<file path="config.mk">
export PLATFORM = sky130hd
export DESIGN_NAME = c2s_square
export DESIGN_NICKNAME = d
export VERILOG_FILES = /design/src/sv/c2s_pkg.sv /design/src/sv/c2s_square.sv
export SDC_FILE = /design/constraint.sdc
export NUM_CORES = 2
export LEC_CHECK = 0
export ABC_AREA = 1
export BUFFER_PORTS_ARGS = -buffer_cell sky130_fd_sc_hd__buf_2
export CORE_MARGIN = 2
export CORE_UTILIZATION = 45
export DETAILED_ROUTE_END_ITERATION = 10
export PLACE_DENSITY = 0.75
export SLEW_MARGIN = 20
export SYNTH_ARGS = -nofsm -noshare
export SYNTH_HDL_FRONTEND = slang
export SYNTH_SLANG_ARGS = --single-unit
</file>
<file path="constraint.sdc">
create_clock -name clk_i -period 5.85 [get_ports clk_i]
set_clock_uncertainty 0.1 [all_clocks]
set_input_delay 0.8775 -clock clk_i [delete_from_list [all_inputs] [get_ports clk_i]]
set_output_delay 0.8775 -clock clk_i [all_outputs]
set_load 0.02 [all_outputs]
</file>
<file path="src/sv/c2s_pkg.sv">
package c2s_pkg;

  localparam int COORD_WIDTH    = 20;
  localparam int CORDIC_STAGES  = 16;
  localparam int CORD_GUARD     = 24;
  localparam int ATAN_TABLE_LEN = 24;
  localparam int STEP_IDX_W     = $clog2(ATAN_TABLE_LEN);

  // squared magnitudes and square roots
  localparam int SQ_W   = 2 * COORD_WIDTH;
  localparam int ROOT_W = COORD_WIDTH;
  localparam int DIST_W = 20;
  localparam int RND_W  = ((ROOT_W > DIST_W) ? ROOT_W : DIST_W) + 1;

  // CORDIC datapath
  localparam int DEN_W  = COORD_WIDTH + 1;
  localparam int CORD_W = COORD_WIDTH + CORD_GUARD + 3;
  localparam int ACC_W  = 25;

  // angle output
  localparam int ANG_SHIFT = 8;
  localparam int ANG_HALF  = 128;
  localparam int ANG_W     = ACC_W + 1 - ANG_SHIFT;
  localparam int AZ_W      = 17;
  localparam int EL_W      = 16;
  localparam int AZ_LIMIT  = 46080;
  localparam int EL_LIMIT  = 23040;

  // near-zero threshold register
  localparam int THR_W     = 12;
  localparam int THR_RESET = 4;
  localparam int CMP_W     = (ROOT_W > THR_W) ? ROOT_W : THR_W;

  typedef logic signed [ACC_W-1:0] acc_t;

  localparam acc_t ACC_QUARTER = acc_t'(90 * 65536);

  typedef struct packed {
    logic signed [COORD_WIDTH-1:0] x;
    logic signed [COORD_WIDTH-1:0] y;
    logic signed [COORD_WIDTH-1:0] z;
    logic        [COORD_WIDTH-1:0] ay;
  } side_t;

  typedef struct packed {
    logic signed [COORD_WIDTH-1:0] num;
    logic signed [DEN_W-1:0]       den;
    logic                          zero;
  } vec_t;

  // atan(2^-i) in 1/65536 degree
  function automatic acc_t atan_step(input logic [STEP_IDX_W-1:0] idx);
    acc_t v;
    case (idx)
      STEP_IDX_W'(0):  v = acc_t'(2949120);
      STEP_IDX_W'(1):  v = acc_t'(1740967);
      STEP_IDX_W'(2):  v = acc_t'(919879);
      STEP_IDX_W'(3):  v = acc_t'(466945);
      STEP_IDX_W'(4):  v = acc_t'(234379);
      STEP_IDX_W'(5):  v = acc_t'(117304);
      STEP_IDX_W'(6):  v = acc_t'(58666);
      STEP_IDX_W'(7):  v = acc_t'(29335);
      STEP_IDX_W'(8):  v = acc_t'(14668);
      STEP_IDX_W'(9):  v = acc_t'(7334);
      STEP_IDX_W'(10): v = acc_t'(3667);
      STEP_IDX_W'(11): v = acc_t'(1833);
      STEP_IDX_W'(12): v = acc_t'(917);
      STEP_IDX_W'(13): v = acc_t'(458);
      STEP_IDX_W'(14): v = acc_t'(229);
      STEP_IDX_W'(15): v = acc_t'(115);
      STEP_IDX_W'(16): v = acc_t'(57);
      STEP_IDX_W'(17): v = acc_t'(29);
      STEP_IDX_W'(18): v = acc_t'(14);
      STEP_IDX_W'(19): v = acc_t'(7);
      STEP_IDX_W'(20): v = acc_t'(4);
      STEP_IDX_W'(21): v = acc_t'(2);
      STEP_IDX_W'(22): v = acc_t'(1);
      default:         v = '0;
    endcase
    return v;
  endfunction

endpackage

</file>
<file path="src/sv/c2s_square.sv">
module c2s_square (
  input  logic                                  clk_i,
  input  logic                                  rst_ni,
  input  logic                                  en_i,
  input  logic                                  valid_i,
  input  logic signed [c2s_pkg::COORD_WIDTH-1:0] pos_x_i,
  input  logic signed [c2s_pkg::COORD_WIDTH-1:0] pos_y_i,
  input  logic signed [c2s_pkg::COORD_WIDTH-1:0] pos_z_i,
  output logic                                  valid_o,
  output logic [c2s_pkg::SQ_W-1:0]              hsq_o,
  output logic [c2s_pkg::SQ_W-1:0]              dsq_o,
  output c2s_pkg::side_t                        side_o
);

  localparam int W      = c2s_pkg::COORD_WIDTH;
  localparam int SQ_W   = c2s_pkg::SQ_W;
  localparam int STAGES = 4;

  logic [STAGES-1:0] valid_q;
  c2s_pkg::side_t    side_q [STAGES];
  c2s_pkg::side_t    side_d;

  logic [W-1:0]    ax_d, ay_d, az_d;
  logic [W-1:0]    ax_q, az_q;
  logic [SQ_W-1:0] ax2_q, ay2_q, az2_q;
  logic [SQ_W-1:0] hsq3_q, ay2_3_q;
  logic [SQ_W-1:0] hsq_q, dsq_q;

  // magnitudes; the most negative value maps onto its own bit pattern, read unsigned
  assign ax_d = pos_x_i[W-1] ? W'(-pos_x_i) : W'(pos_x_i);
  assign ay_d = pos_y_i[W-1] ? W'(-pos_y_i) : W'(pos_y_i);
  assign az_d = pos_z_i[W-1] ? W'(-pos_z_i) : W'(pos_z_i);

  always_comb begin
    side_d    = '0;
    side_d.x  = pos_x_i;
    side_d.y  = pos_y_i;
    side_d.z  = pos_z_i;
    side_d.ay = ay_d;
  end

  always_ff @(posedge clk_i or negedge rst_ni) begin
    if (!rst_ni) begin
      valid_q <= '0;
    end else if (en_i) begin
      valid_q <= {valid_q[STAGES-2:0], valid_i};
    end
  end

  always_ff @(posedge clk_i) begin
    if (en_i) begin
      side_q[0] <= side_d;
      for (int i = 1; i < STAGES; i++) begin
        side_q[i] <= side_q[i-1];
      end
      ax_q    <= ax_d;
      az_q    <= az_d;
      ax2_q   <= ax_q * ax_q;
      ay2_q   <= side_q[0].ay * side_q[0].ay;
      az2_q   <= az_q * az_q;
      hsq3_q  <= ax2_q + az2_q;
      ay2_3_q <= ay2_q;
      hsq_q   <= hsq3_q;
      dsq_q   <= hsq3_q + ay2_3_q;
    end
  end

  assign valid_o = valid_q[STAGES-1];
  assign hsq_o   = hsq_q;
  assign dsq_o   = dsq_q;
  assign side_o  = side_q[STAGES-1];

endmodule

</file>
Word-level counts from Yosys, hierarchy flattened
Memories as Yosys holds them, arrays and structs flattened.
Cells that the tools add are included.
{ "word_totals": {"register_bits": 324, "rom_bits": 0, "in_bits": 64, "latchBits": 0, "n_memories": 1, "word_cells": 26, "out_inout_bits": 161, "ramBits": 320} }
{ "classes": {"reduce_logical": 0, "div_mod_pow": 0, "bitwise_logic": 0, "mul": 3, "order_cmp": 0, "eq_ne": 0, "n_addsub": 5, "muxes": 5, "shift": 0} }
{ "mem_list": {"columns": ["name", "words", "width", "read_ports", "rd_clocked_by_memory_dff", "wr", "line_no", "rtl"], "rows": [
  ["side_q", 4, 80, 4, 0, 4, "c2s_square.sv:20", "c2s_pkg::side_t side_q [STAGES];"]
]} }
{ "ops": {"columns": ["op", "n"], "rows": [
  ["multiplier 20 x 20 -> 40 bit", 3],
  ["adder 40 bit", 2],
  ["negation 20 bit", 3],
  ["two-way mux 19 bit", 2],
  ["two-way mux 20 bit", 1],
  ["two-way mux 1 bit", 2]
]} }

Logic depth before layout (Yosys ltp)
{ "depth": {"ltp_word": 2, "depth_mapped": 30} }

Worst setup path before layout
Ideal clock, no wire load.
{ "synth_timing": {"path_kind": "flip-flop to flip-flop", "from": "memory side_q[0][8] (netlist name)", "to": "register ay2_q[33] (data pin)", "period_less_slack_ps": 6294, "slack_ps": -444, "path_stages_with_launch": 27, "t_arrival_ps": 5942, "required_ps": 5498, "setup_ps": 252, "path_buffers": 2, "path_cell_list": "edfxtp_1 -> clkbuf_1 -> buf_1 -> nand2_1 -> fa_1 -> inv_1 -> fa_1 -> fa_1 -> fa_1 -> inv_1 -> fa_1 -> inv_1 -> fa_1 -> inv_1 -> fa_1 -> inv_1 -> ha_1 -> nand2_2 -> inv_1 -> a21oi_1 -> inv_1 -> a21oi_1 -> nand2_1 -> nand2_1 -> nand2_1 -> nand2_1 -> nand2_1"} }
{ "synth_rtl": {"columns": ["item", "line_no", "rtl"], "rows": [
  ["from (decl)", "c2s_square.sv:20", null],
  ["to (signal assigned)", "c2s_square.sv:59", "ay2_q <= side_q[0].ay * side_q[0].ay;"],
  ["to (decl)", "c2s_square.sv:25", "logic [SQ_W-1:0] ax2_q, ay2_q, az2_q;"]
]} }

Final worst setup path
{ "layout_timing": {"from": "register ax_q[6]", "to": "register ax2_q[38] (data pin)"} }
{ "layout_between": {"elab_chain_len": 1} }
{ "layout_lines": {"columns": ["item", "line_no", "rtl"], "rows": [
  ["from (decl)", "c2s_square.sv:24", "logic [W-1:0] ax_q, az_q;"],
  ["from (signal assigned)", "c2s_square.sv:56", "ax_q <= ax_d;"],
  ["multiplier 20 x 20 -> 40 bit", "c2s_square.sv:58", "ax2_q <= ax_q * ax_q;"],
  ["to (signal assigned)", "c2s_square.sv:58", null],
  ["to (decl)", "c2s_square.sv:25", null]
]} }
No other way between the ends.
A chain may end at the register's enable or synchronous reset.

==> reports/metrics.csv <==
stage,metric,value,unit
outcome,status,finished with violations,
outcome,violations,negative setup slack,
route,vias,47301,
clock_network,cts_buffers,72,
synth,synthAdderAreaFrac,37.1,%
global_routing,grt_use_total,22.4,%
floorplanning,rows,137,
timing,final.min_clock_period,6190,ps
critical_path,critPathLaunch,ax_q[6],
critical_path,path_cells,"buf_4, nand2_2, fa_1, fa_1, fa_1, inv_1, fa_1, fa_1, fa_1, inv_2, fa_2, inv_2, ha_4, nand2_4, nor2_4, inv_2, nor2_2, nand3b_1, nand3_4, nand2_2, nand3_2, nand2_1",
critical_path,path_buf_inv,5,
clock_network,clk_pin_slew,60,ps
critical_path,critPathCaptureType,register,
floorplanning,die-area,0.143,sq mm
timing,fmax,162,MHz
synth,netlist.top_cell.by_area,edfxtp_1,
critical_path,endpoint,ax2_q[38],
run,max_cap_violations,0,
synth,synthArstFlopShare,0.635,%
timing,finalWorstSetupSlack,-337,ps
route,vias_per_cell,4.91,
floorplanning,boundaryPins,225,
route,totalWireLength,163000,um
critical_path,crit_top_cell,fa_1,
synth,synth_edf_count,626,
timing,fin_tns_setup,-11680,ps
synth,synth_nets,8363,
synth,ys_top_cells_by_count,"1,847 x inv_1, 1,791 x nand2_1, 836 x fa_1",
timing,finalHoldViolCount,0,
synth,ys.flop_type,edfxtp_1,
clock_network,clk_latency,700,ps
final_layout,syn_to_final_growth,21.7,%
critical_path,slowest_stage,fa_1,
critical_path,crit_family,adder cells,
global_routing,antenna_found_initial,6,
route,antenna_left,0,
timing,rsz0062_at_grt,yes,
critical_path,critPathArrivalTime,6490,ps
synth,yosys_warnings,0,
final_layout,fillers,11746,
route,dr.pass1.iters,6,
synth,synth_top_cell_area_share,29.9,%
global_routing,grt_max_degree,130,
synth,synth_seq_area_share,30.0,%
final_layout,multi_input_area,0.0398,sq mm
critical_path,reg2regPathDepth,22,
final_layout,final_area,0.0766,sq mm
global_routing,grt_pass1_vias,49171,
critical_path,worst_ep_required_time,6150,ps
global_routing,grt_pass1_wl,253000,um
placement,pre_cts_ws,-355,ps
route,wire_per_inst,17.0,um
floorplanning,die_x,378,um
synth,synth_area_leaders,"edfxtp_1 30%, fa_1 27%, inv_1 11%, nand2_1 11%, ha_1 11%",
clock_network,cts.sinks,630,
synth,synth_top_family_by_area,adder cells,
timing,period_share,106,%
synth,synth_area,0.0630,sq mm
timing,setup_viol,74,
critical_path,cp_slowest_stage_delay,580,ps
critical_path,r2r-end,ax2_q[38],
clock_network,htreeDepth,3,
placement,place_area,0.0698,sq mm
clock_network,cts_tree,yes,
synth,synth_xor_area_share,2.92,%
synth,synth.distinct_cells,39,
critical_path,start_kind,register,
critical_path,r2r_setup_slack,-340,ps
critical_path,cp_max_fo,4,
floorplanning,core_area,0.139,sq mm
synth,synthMuxAreaShare,0.0358,%
synth,synth-seq-cells,630,
placement,placement.io_buffers,224,
route,drcViolationCount,0,
timing,drv_slew,0,
clock_network,root_buffer,clkbuf_16,
placement,place_inst,9365,
global_routing,grt_overflow,0,
synth,synth-compound-area-share,2.88,%
timing,worstMarginPinSlew,918,ps
route,drt_iter0_markers,3467,
synth,synth.most_common_cell,inv_1,
placement,gp_congestion,0.938,
final_layout,nets,9129,
final_layout,finalNonFillerCells,9630,
final_layout,layout-drive-gt1-share,21.2,%
final_layout,seqCellArea,0.0189,sq mm
synth,postSynthCellCount,6934,
hold_path,min-delay-start,side_q[1][30],
clock_network,clockBufferDepth,3,
critical_path,cp.depth,22,
floorplanning,die_h,378,um
placement,dp_hpwl,127000,um
timing,relSlewSlack,38.8,%
synth,syn_area_per_cell,9.08,sq um
critical_path,r2r_start,ax_q[6],
floorplanning,floorplan.initialDensity,45.2,%
hold_path,hp-class,reg -> reg,
critical_path,crit_type,reg -> reg,
synth,synthSimpleGateAreaFrac,15.2,%
==> sequential cells by signal, indices dropped and copies added (netlist names) <==
signal and cells:
dsq_o 40, az_q 20, ax2_q 39, ax_q 20, valid_q 4, ay2_3_q 39
ay2_q 39, side_q 310, hsq3_q 40, hsq_o 40, az2_q 39
==> routing by layer <==
| metal | share of wire [%] | vias up | global-route usage, % | wire length (um) |
|---|---|---|---|---|
| li1 | - | 22319 | - | - |
| met1 | 42 | 23214 | 29.7 | 68300 |
| met2 | 49 | 1476 | 37.5 | 79400 |
| met3 | 7.2 | 290 | 4.47 | 11700 |
| met4 | 2.4 | 2 | 5.86 | 3970 |
| met5 | 0.0080 | - | 0 | 13 |
==> repair_timing <==
action,CTS,global route
setup endpoints to repair,83,90
pin swaps,96,217
gates resized for setup,349,512
endpoints found under the hold margin,4,0
setup buffers,57,76
cloned,2,4
hold buffers,1,0
==> cells in the final DEF, fill, tap and decap left out, types with 26 or more instances in the layout <==
master	Yosys	final
fa_2	0	51
nand3_2	16	30
buf_6	0	72
o21ai_0	100	90
nand2_2	18	193
nand2_4	0	50
nor2_4	2	30
clkbuf_16	0	74
inv_2	6	84
buf_4	1	494
buf_2	5	224
a21oi_2	0	52
fa_1	836	785
nor2_1	327	274
xor2_1	161	141
nand2_1	1791	1564
xnor2_1	49	43
ha_1	529	447
inv_1	1847	1763
ha_4	0	74
edfxtp_1	626	626
a21oi_1	181	118
nor2_2	12	37
nor3_1	58	39
buf_12	0	26
nand3_1	143	121
==> how the worst min path moves through the flow <==
stage                     cells after the start  slack [ps]             to
after floorplan                               0         300     ay2_3_q[0]
after global placement                        0         300    ay2_3_q[30]
after detailed placement                      0         300  side_q[1][68]
after CTS                                     1         260        ax_q[0]
after global routing                          1         270        ax_q[0]
final                                         0         290  side_q[2][30]
==> through the flow <==
step | util [%] | hold WS (ps)
6_report | 55.0 | 291
5_1_grt | 55.0 | 271
4_1_cts | 53.3 | 255
3_5_place_dp | 50.2 | 305
3_3_place_gp | 50.2 | 300
2_1_floorplan | - | 300
==> final cells by class <==
class / instances / area share, %
Sequential cell: 630 / 24.7
Multi-Input combinational cell: 4320 / 52.0
Antenna cell: 1 / 0.00327
Clock inverter: 43 / 0.549
Clock buffer: 84 / 2.46
Timing Repair Buffer: 821 / 8.16
Tap cell: 1876 / 3.06
Inverter: 1855 / 9.11
==> cell families after synthesis <==
kind of cell | count (synthesis)
xor+xnor | 210
flops | 630
compound gates | 338
simple gates | 2405
fa+ha+maj | 1365
buf+inv | 1984
mux | 2
Power is left out: the tool's default activity adds up to more than one toggle a clock period on the data nets, which glitch-free logic cannot reach.
