### src/sv/c2s_pkg.sv
package c2s_pkg;

  localparam int COORD_WIDTH    = 20;
  localparam int CORDIC_STAGES  = 16;
  localparam int CORD_GUARD     = 24;
  localparam int ATAN_TABLE_LEN = 24;
  localparam int STEP_IDX_W     = $clog2(ATAN_TABLE_LEN);

  // squared magnitudes and square roots
  localparam int SQ_W   = 2 * COORD_WIDTH;
  localparam int ROOT_W = COORD_WIDTH;
  localparam int DIST_W = 20;
  localparam int RND_W  = ((ROOT_W > DIST_W) ? ROOT_W : DIST_W) + 1;

  // CORDIC datapath
  localparam int DEN_W  = COORD_WIDTH + 1;
  localparam int CORD_W = COORD_WIDTH + CORD_GUARD + 3;
  localparam int ACC_W  = 25;

  // angle output
  localparam int ANG_SHIFT = 8;
  localparam int ANG_HALF  = 128;
  localparam int ANG_W     = ACC_W + 1 - ANG_SHIFT;
  localparam int AZ_W      = 17;
  localparam int EL_W      = 16;
  localparam int AZ_LIMIT  = 46080;
  localparam int EL_LIMIT  = 23040;

  // near-zero threshold register
  localparam int THR_W     = 12;
  localparam int THR_RESET = 4;
  localparam int CMP_W     = (ROOT_W > THR_W) ? ROOT_W : THR_W;

  typedef logic signed [ACC_W-1:0] acc_t;

  localparam acc_t ACC_QUARTER = acc_t'(90 * 65536);

  typedef struct packed {
    logic signed [COORD_WIDTH-1:0] x;
    logic signed [COORD_WIDTH-1:0] y;
    logic signed [COORD_WIDTH-1:0] z;
    logic        [COORD_WIDTH-1:0] ay;
  } side_t;

  typedef struct packed {
    logic signed [COORD_WIDTH-1:0] num;
    logic signed [DEN_W-1:0]       den;
    logic                          zero;
  } vec_t;

  // atan(2^-i) in 1/65536 degree
  function automatic acc_t atan_step(input logic [STEP_IDX_W-1:0] idx);
    acc_t v;
    case (idx)
      STEP_IDX_W'(0):  v = acc_t'(2949120);
      STEP_IDX_W'(1):  v = acc_t'(1740967);
      STEP_IDX_W'(2):  v = acc_t'(919879);
      STEP_IDX_W'(3):  v = acc_t'(466945);
      STEP_IDX_W'(4):  v = acc_t'(234379);
      STEP_IDX_W'(5):  v = acc_t'(117304);
      STEP_IDX_W'(6):  v = acc_t'(58666);
      STEP_IDX_W'(7):  v = acc_t'(29335);
      STEP_IDX_W'(8):  v = acc_t'(14668);
      STEP_IDX_W'(9):  v = acc_t'(7334);
      STEP_IDX_W'(10): v = acc_t'(3667);
      STEP_IDX_W'(11): v = acc_t'(1833);
      STEP_IDX_W'(12): v = acc_t'(917);
      STEP_IDX_W'(13): v = acc_t'(458);
      STEP_IDX_W'(14): v = acc_t'(229);
      STEP_IDX_W'(15): v = acc_t'(115);
      STEP_IDX_W'(16): v = acc_t'(57);
      STEP_IDX_W'(17): v = acc_t'(29);
      STEP_IDX_W'(18): v = acc_t'(14);
      STEP_IDX_W'(19): v = acc_t'(7);
      STEP_IDX_W'(20): v = acc_t'(4);
      STEP_IDX_W'(21): v = acc_t'(2);
      STEP_IDX_W'(22): v = acc_t'(1);
      default:         v = '0;
    endcase
    return v;
  endfunction

endpackage

### src/sv/c2s_sqrt.sv
module c2s_sqrt (
  input  logic                          clk_i,
  input  logic                          rst_ni,
  input  logic                          en_i,
  input  logic                          valid_i,
  input  logic [c2s_pkg::SQ_W-1:0]      hsq_i,
  input  logic [c2s_pkg::SQ_W-1:0]      dsq_i,
  input  c2s_pkg::side_t                side_i,
  output logic                          valid_o,
  output logic [c2s_pkg::DIST_W-1:0]    dist_o,
  output logic [c2s_pkg::ROOT_W-1:0]    h_o,
  output c2s_pkg::side_t                side_o
);

  localparam int RT_W   = c2s_pkg::ROOT_W;
  localparam int SQ_W   = c2s_pkg::SQ_W;
  localparam int REM_W  = RT_W + 2;
  localparam int RND_W  = c2s_pkg::RND_W;
  localparam int DIST_W = c2s_pkg::DIST_W;
  localparam int NL     = 2;  // lane 0: full distance, lane 1: horizontal distance

  localparam logic [DIST_W-1:0] DIST_MAX = '1;

  logic [RT_W-1:0]  valid_q;
  logic [REM_W-1:0] rem_q  [RT_W][NL];
  logic [RT_W-1:0]  root_q [RT_W][NL];
  logic [SQ_W-1:0]  rad_q  [RT_W-1][NL];
  c2s_pkg::side_t   side_q [RT_W];

  logic                 rnd_valid_q;
  logic [DIST_W-1:0]    dist_q;
  logic [RT_W-1:0]      h_q;
  c2s_pkg::side_t       rnd_side_q;

  always_ff @(posedge clk_i or negedge rst_ni) begin
    if (!rst_ni) begin
      valid_q     <= '0;
      rnd_valid_q <= 1'b0;
    end else if (en_i) begin
      valid_q     <= {valid_q[RT_W-2:0], valid_i};
      rnd_valid_q <= valid_q[RT_W-1];
    end
  end

  // one root bit per stage, restoring digit recurrence
  for (genvar k = 0; k < RT_W; k++) begin : g_step
    logic [REM_W-1:0] rem_p  [NL];
    logic [RT_W-1:0]  root_p [NL];
    logic [SQ_W-1:0]  rad_p  [NL];
    c2s_pkg::side_t   side_p;

    if (k == 0) begin : g_first
      for (genvar l = 0; l < NL; l++) begin : g_init
        assign rem_p[l]  = '0;
        assign root_p[l] = '0;
      end
      assign rad_p[0] = dsq_i;
      assign rad_p[1] = hsq_i;
      assign side_p   = side_i;
    end else begin : g_next
      for (genvar l = 0; l < NL; l++) begin : g_prev
        assign rem_p[l]  = rem_q[k-1][l];
        assign root_p[l] = root_q[k-1][l];
        assign rad_p[l]  = rad_q[k-1][l];
      end
      assign side_p = side_q[k-1];
    end

    for (genvar l = 0; l < NL; l++) begin : g_lane
      logic [REM_W+1:0] rem_sh, trial, diff;
      logic             ge;

      assign rem_sh = {rem_p[l], rad_p[l][SQ_W-1 -: 2]};
      assign trial  = {2'b00, root_p[l], 2'b01};
      assign ge     = (rem_sh >= trial);
      assign diff   = rem_sh - trial;

      always_ff @(posedge clk_i) begin
        if (en_i) begin
          rem_q[k][l]  <= ge ? diff[REM_W-1:0] : rem_sh[REM_W-1:0];
          root_q[k][l] <= {root_p[l][RT_W-2:0], ge};
        end
      end

      if (k < RT_W - 1) begin : g_rad
        always_ff @(posedge clk_i) begin
          if (en_i) begin
            rad_q[k][l] <= {rad_p[l][SQ_W-3:0], 2'b00};
          end
        end
      end
    end

    always_ff @(posedge clk_i) begin
      if (en_i) begin
        side_q[k] <= side_p;
      end
    end
  end

  // round to nearest: bump the root when the remainder exceeds it
  logic [RND_W-1:0] rnd_d [NL];

  for (genvar l = 0; l < NL; l++) begin : g_round
    logic up;
    assign up       = (rem_q[RT_W-1][l] > {2'b00, root_q[RT_W-1][l]});
    assign rnd_d[l] = RND_W'(root_q[RT_W-1][l]) + RND_W'(up);
  end

  always_ff @(posedge clk_i) begin
    if (en_i) begin
      dist_q     <= (rnd_d[0] > RND_W'(DIST_MAX)) ? DIST_MAX : DIST_W'(rnd_d[0]);
      h_q        <= RT_W'(rnd_d[1]);
      rnd_side_q <= side_q[RT_W-1];
    end
  end

  assign valid_o = rnd_valid_q;
  assign dist_o  = dist_q;
  assign h_o     = h_q;
  assign side_o  = rnd_side_q;

endmodule

### config.mk
export PLATFORM = sky130hd
export DESIGN_NAME = c2s_sqrt
export DESIGN_NICKNAME = d
export VERILOG_FILES = /design/src/sv/c2s_pkg.sv /design/src/sv/c2s_sqrt.sv
export SDC_FILE = /design/constraint.sdc
export NUM_CORES = 2
export LEC_CHECK = 0
export BUFFER_PORTS_ARGS = -buffer_cell sky130_fd_sc_hd__buf_2
export CAP_MARGIN = 5
export CORE_ASPECT_RATIO = 0.8
export CORE_UTILIZATION = 55
export CTS_CLUSTER_SIZE = 14
export DETAILED_ROUTE_END_ITERATION = 10
export PLACE_DENSITY_LB_ADDON = 0.2
export SYNTH_ARGS = -nofsm -noshare
export SYNTH_HDL_FRONTEND = slang
export SYNTH_MEMORY_MAX_BITS = 65536
export SYNTH_SLANG_ARGS = --single-unit
### constraint.sdc
create_clock -name clk_i -period 4.5 [get_ports clk_i]
set_input_delay 0.9 -clock clk_i [delete_from_list [all_inputs] [get_ports clk_i]]
set_output_delay 0.9 -clock clk_i [all_outputs]
set_load 0.01 [all_outputs]
== Word level (Yosys, flattened, before mapping) ==
Memories as Yosys holds them, arrays and structs flattened. A register that Yosys moved wholly into a read port is not among the register bits.
Cells that the tools add are included.

* Memories kept: 4
* Flip-flop bits (word level): 61
* RAM bits: 4724
* Output and inout port bits: 121
* Bits of input ports: 164
* Word-level logic and storage cells: 135

* Magnitude comparators: 43
* $add $sub $neg: 42
* Muxes and demuxes: 42

{| class="wikitable"
|+ Memories
! memory !! words !! bits a word !! rd ports !! clocked after Yosys merged registers in !! write ports !! RTL line !! source
|-
| side_q || 20 || 80 || 20 || 1 || 20 || c2s_sqrt.sv:28 || <nowiki>c2s_pkg::side_t side_q [RT_W];</nowiki>
|-
| rad_q || 19 || 76 || 19 || 0 || 19 || c2s_sqrt.sv:27 || <nowiki>logic [SQ_W-1:0] rad_q [RT_W-1][NL];</nowiki>
|-
| rem_q || 20 || 44 || 20 || 0 || 20 || c2s_sqrt.sv:25 || <nowiki>logic [REM_W-1:0] rem_q [RT_W][NL];</nowiki>
|-
| root_q || 20 || 40 || 20 || 0 || 20 || c2s_sqrt.sv:26 || <nowiki>logic [RT_W-1:0] root_q [RT_W][NL];</nowiki>
|}

{| class="wikitable"
|+ Operators by type and width
! operator !! number
|-
| 24-bit by 22-bit greater-or-equal comparator with 1-bit output || 38
|-
| 22-bit 2-to-1 mux || 40
|-
| 22-bit subtractor || 38
|-
| 22-bit by 20-bit greater-than comparator with 1-bit output || 2
|-
| 20-bit by 1-bit adder with 21-bit output || 1
|-
| 21-bit by 20-bit greater-than comparator with 1-bit output, second input constant || 1
|-
| 20-bit by 1-bit adder with 20-bit output || 1
|-
| 2-bit by 1-bit subtractor with 3-bit output, second input constant || 2
|-
| 2-bit by 1-bit greater-or-equal comparator with 1-bit output, second input constant || 2
|-
| 1-bit 2-to-1 mux || 2
|}

== Depth between registers and ports, before layout ==
An unclocked memory read counts as a cell.

* Word-level depth: 4
* Gate-level depth with buffers: 18
* Depth with buffers taken out: 18

== Worst setup path before layout ==
OpenSTA, ideal clock, no wires.

* Path type: register to register
* From: memory rem_q[4][88] (netlist bit)
* To: memory rem_q[4][137] (netlist bit), data pin
* Cell stages (with the launch flop): 11
* Library setup time: 0.260 ns
* Buffers on the path: 1
* Period minus slack after synthesis: 3.211 ns
* Setup slack: 1.289 ns
* Required time: 4.240 ns
* Data arrival time: 2.951 ns
* Cell sequence: edfxtp_1 > ha_1 > nor2b_1 > o31ai_1 > a21oi_1 > and4_1 > o41ai_1 > a21boi_1 > or2_2 > clkbuf_1 > mux2_2

{| class="wikitable"
|+ RTL lines
! item !! RTL line
|-
| start, declared || c2s_sqrt.sv:25
|}

==> impl_metrics.csv <==
group,metric,value,unit
outcome,status,"finished, final reports clean",
setup_path,cp.required,5140,ps
finish,area_growth_syn_to_layout,12.1,%
clocking,post-cts-setup-buffer-count,0,
power,pwr-share-comb,11.6,%
synth,yosys.area.top_type_share,76.1,%
power,power_density,494,nW/µm²
clocking,cts-root-to-sink-buffers,4,
detailed_routing,postRouteAntennaNets,0,
place,dpl.hpwl,160000,µm
grt,grt_max_degree,163,
timing,hold_viol_final,0,
die,die-area,269000,µm²
finish,sequential_cell_area,112000,µm²
setup_path,reg2reg_from,"root_q[4][142]",
synth,synth_area,147000,µm²
die,core-area,265000,µm²
clocking,h_tree_depth,5,
grt,grt_first_pass_wirelength,379000,µm
synth,number_of_enable_flip_flop_cells_after_synthesis,3724,
synth,synthesis.instances,9137,
power,power.leakage,60.9,nW
min_path,hold_class,"in -> reg",
detailed_routing,vias_per_cell,5.39,
clocking,cts_sinks,3745,
timing,worst_hold_slack,196,ps
synth,most_area_hungry_cell_type_in_the_yosys_netlist,"sky130_fd_sc_hd__edfxtp_1",
synth,synth_area_leaders,"sky130_fd_sc_hd__edfxtp_1 76%, sky130_fd_sc_hd__ha_1 4.3%, sky130_fd_sc_hd__xnor2_1 2.0%, sky130_fd_sc_hd__xor2_1 1.9%, sky130_fd_sc_hd__inv_1 1.6%",
finish,finalNetCount,10473,
timing,final-max-slew-violation-count,0,
die,die_x,580,µm
finish,fillerInstances,18956,
finish,multi_input_area,31900,µm²
timing,min_period_over_period,86.3,%
power,power_dissipated_by_switching_net_loads,19.3,mW
timing,tns,0,ps
synth,synth.avg_cell_area,16.1,µm²
die,io_pins,285,
timing,finalSetupViolations,0,
power,internal_power,62.2,mW
die,floorplan.initialDensity,55.4,%
detailed_routing,firstDrtPassIters,8,
clocking,inserted_clock_buffers,359,
power,sw_frac_of_total,23.7,%
synth,count_of_yosys_warnings_during_synthesis,0,
setup_path,max_fo_critical_path,17,
clocking,cts.root.buffer_cell,"sky130_fd_sc_hd__clkbuf_16",
clocking,tritoncts,"built",
timing,slew_at_the_pin_with_the_worst_max_slew_slack,1150,ps
run,maxCapViolCount,0,
die,placement_row_count,169,
power,power.total,81.4,mW
detailed_routing,remaining_drc_errors,0,
timing,slew-limit-headroom,21.5,%
synth,count_of_cell_types_in_the_netlist,84,
detailed_routing,via_count,73135,
clocking,path_clk_slew,60,ps
synth,synth.most_common_cell,"sky130_fd_sc_hd__edfxtp_1",
die,height_of_the_chip,464,µm
finish,drive_above_1_share,10.4,%
setup_path,worst_setup_path_start_kind,"register",
detailed_routing,detailedRoute.firstIterationViolations,5318,
grt,global_route.usage.total,17.4,%
detailed_routing,detail_route.wirelength,237000,µm
place,io_buffer_count,284,
power,vdd.ir_drop.worst,0.000347,V
detailed_routing,route.detailed.wl_per_inst,17.5,µm
setup_path,worst-endpoint-arrival,4530,ps
min_path,timing.hold.worst.start,"side_i[68]",
synth,ys.flop_type,"sky130_fd_sc_hd__edfxtp_1",
setup_path,criticalPathCategory,"reg -> reg",
timing,max_freq,0.257,GHz
synth,synth.cells.most_frequent,"3,724 x sky130_fd_sc_hd__edfxtp_1, 625 x sky130_fd_sc_hd__inv_1, 510 x sky130_fd_sc_hd__ha_1, 499 x sky130_fd_sc_hd__nor2_1, 485 x sky130_fd_sc_hd__nand2_1",
timing,finalCriticalPeriod,3880,ps
clocking,clock_insertion_delay_worst_skew,860,ps
synth,asyncSetResetFlopFracSynth,0.561,%
grt,antenna_found_initial,6,
timing,rsz0062_at_grt,"no",
place,finalWeightedCongestion,0.903,
setup_path,endpoint_kind,"register",
setup_path,worstSetupStartpoint,"root_q[4][142]",
timing,clock_skew_after_layout,57.9,ps
synth,post_synthesis_sequential_area_ratio,76.4,%
clocking,cts_repair_resize_count,0,
grt,first_global_vias,72044,
power,share_of_total_power_in_the_clock_network,34.4,%
grt,grt_overflow_total,0,
power,pwr-share-seq,54.0,%
synth,ys_ff_latch,3745,
## power by group through the flow
stage               Clock (mW)  Combinational, mW  Sequential, mW
finish                    28.0               9.42            44.0
global placement             0               9.17            44.6
detailed placement           0               9.37            44.7
floorplan                    0               6.47            44.1
CTS                       29.0               9.44            44.0
global route              30.2               10.5            44.3
## critical path, cell delays in order, from the launching register on
cell	delay [ps]
sky130_fd_sc_hd__edfxtp_1	450
sky130_fd_sc_hd__inv_1	70
sky130_fd_sc_hd__ha_1	270
sky130_fd_sc_hd__nand4_1	110
sky130_fd_sc_hd__nor2_1	130
sky130_fd_sc_hd__a211oi_1	60
sky130_fd_sc_hd__o21ai_0	240
sky130_fd_sc_hd__a221oi_1	150
sky130_fd_sc_hd__a41oi_1	190
sky130_fd_sc_hd__ha_1	210
sky130_fd_sc_hd__ha_1	210
sky130_fd_sc_hd__nand3_1	240
sky130_fd_sc_hd__nor4_1	520
sky130_fd_sc_hd__nand4_1	610
sky130_fd_sc_hd__o21ai_0	260
## layout by cell type (no fill, tap or decap), drive strengths merged, types with 82 or more instances in the layout
master,Yosys,routed
mux2,103,103
o21ai,360,360
nand3,115,115
nand2,485,485
xor2,318,318
or3,82,82
o21a,112,112
ha,510,510
buf,13,413
edfxtp,3724,3724
a21o,148,148
nor4,98,98
inv,625,633
clkinv,0,131
xnor2,338,338
nor2,499,499
nor3,202,202
clkbuf,101,453
a21oi,437,437
## path summary, 6_finish.rpt
kind,slack (ps),endpoint,depth (start not counted)
worst max-delay path,620,dist_o[12],14
worst min-delay path,200,side_q[0][68],1
worst max register to register,620,dist_o[12],14
worst min register to register,370,side_q[14][47],0
max in group asynchronous,3650,valid_q[6],2
min in group asynchronous,530,valid_q[0],2
## kinds of logic after synthesis
family | share of synthesized area, %
compound gates | 6.13
xor+xnor | 3.91
fa+ha+maj | 4.34
buf+inv | 1.89
flops | 76.4
mux | 0.891
other cells | 0.00255
simple gates | 6.43
## area by class of cell
| cell class | count | share of cell area, % |
|---|---|---|
| Sequential cell | 3745 | 68.2 |
| Clock buffer | 453 | 5.75 |
| Tap cell | 3505 | 2.66 |
| Clock inverter | 172 | 0.881 |
| Timing Repair Buffer | 414 | 1.76 |
| Multi-Input combinational cell | 4654 | 19.4 |
| Antenna cell | 3 | 0.00455 |
| Inverter | 625 | 1.42 |
## per-stage QoR
step	area, µm²	cells	utilization (%)	worst slack, ps
6_report	165000	13571	62.1	615
5_1_grt	165000	13570	62.1	127
4_1_cts	165000	13568	62.1	473
3_5_place_dp	154000	12942	58.0	481
3_3_place_gp	154000	12942	58.0	479
2_1_floorplan	147000	9138	-	1290
## per-layer routing
metal | vias to the layer above | part of all wire (%) | GRT usage [%]
met4 | 0 | 3.3 | 5.99
met5 | - | 0 | 0
li1 | 35821 | - | -
met1 | 35152 | 46 | 24.4
met3 | 513 | 4.1 | 2.33
met2 | 1649 | 47 | 28.2
## flip-flops by register name, summed over array words and instances (netlist names)
register  count
root_q      420
rem_q       824
rad_q       760
valid_q      20
valid_o       1
side_q     1600
h_o          20
side_o       80
dist_o       20
## what timing repair did
| action | 4_1_cts | 5_1_grt |
|---|---|---|
| setup endpoints to repair | 0 | 0 |
| endpoints found under the hold margin | 21 | 0 |
| hold buffers | 1 | 0 |
No activity file was read; power rests on OpenSTA's default activity.
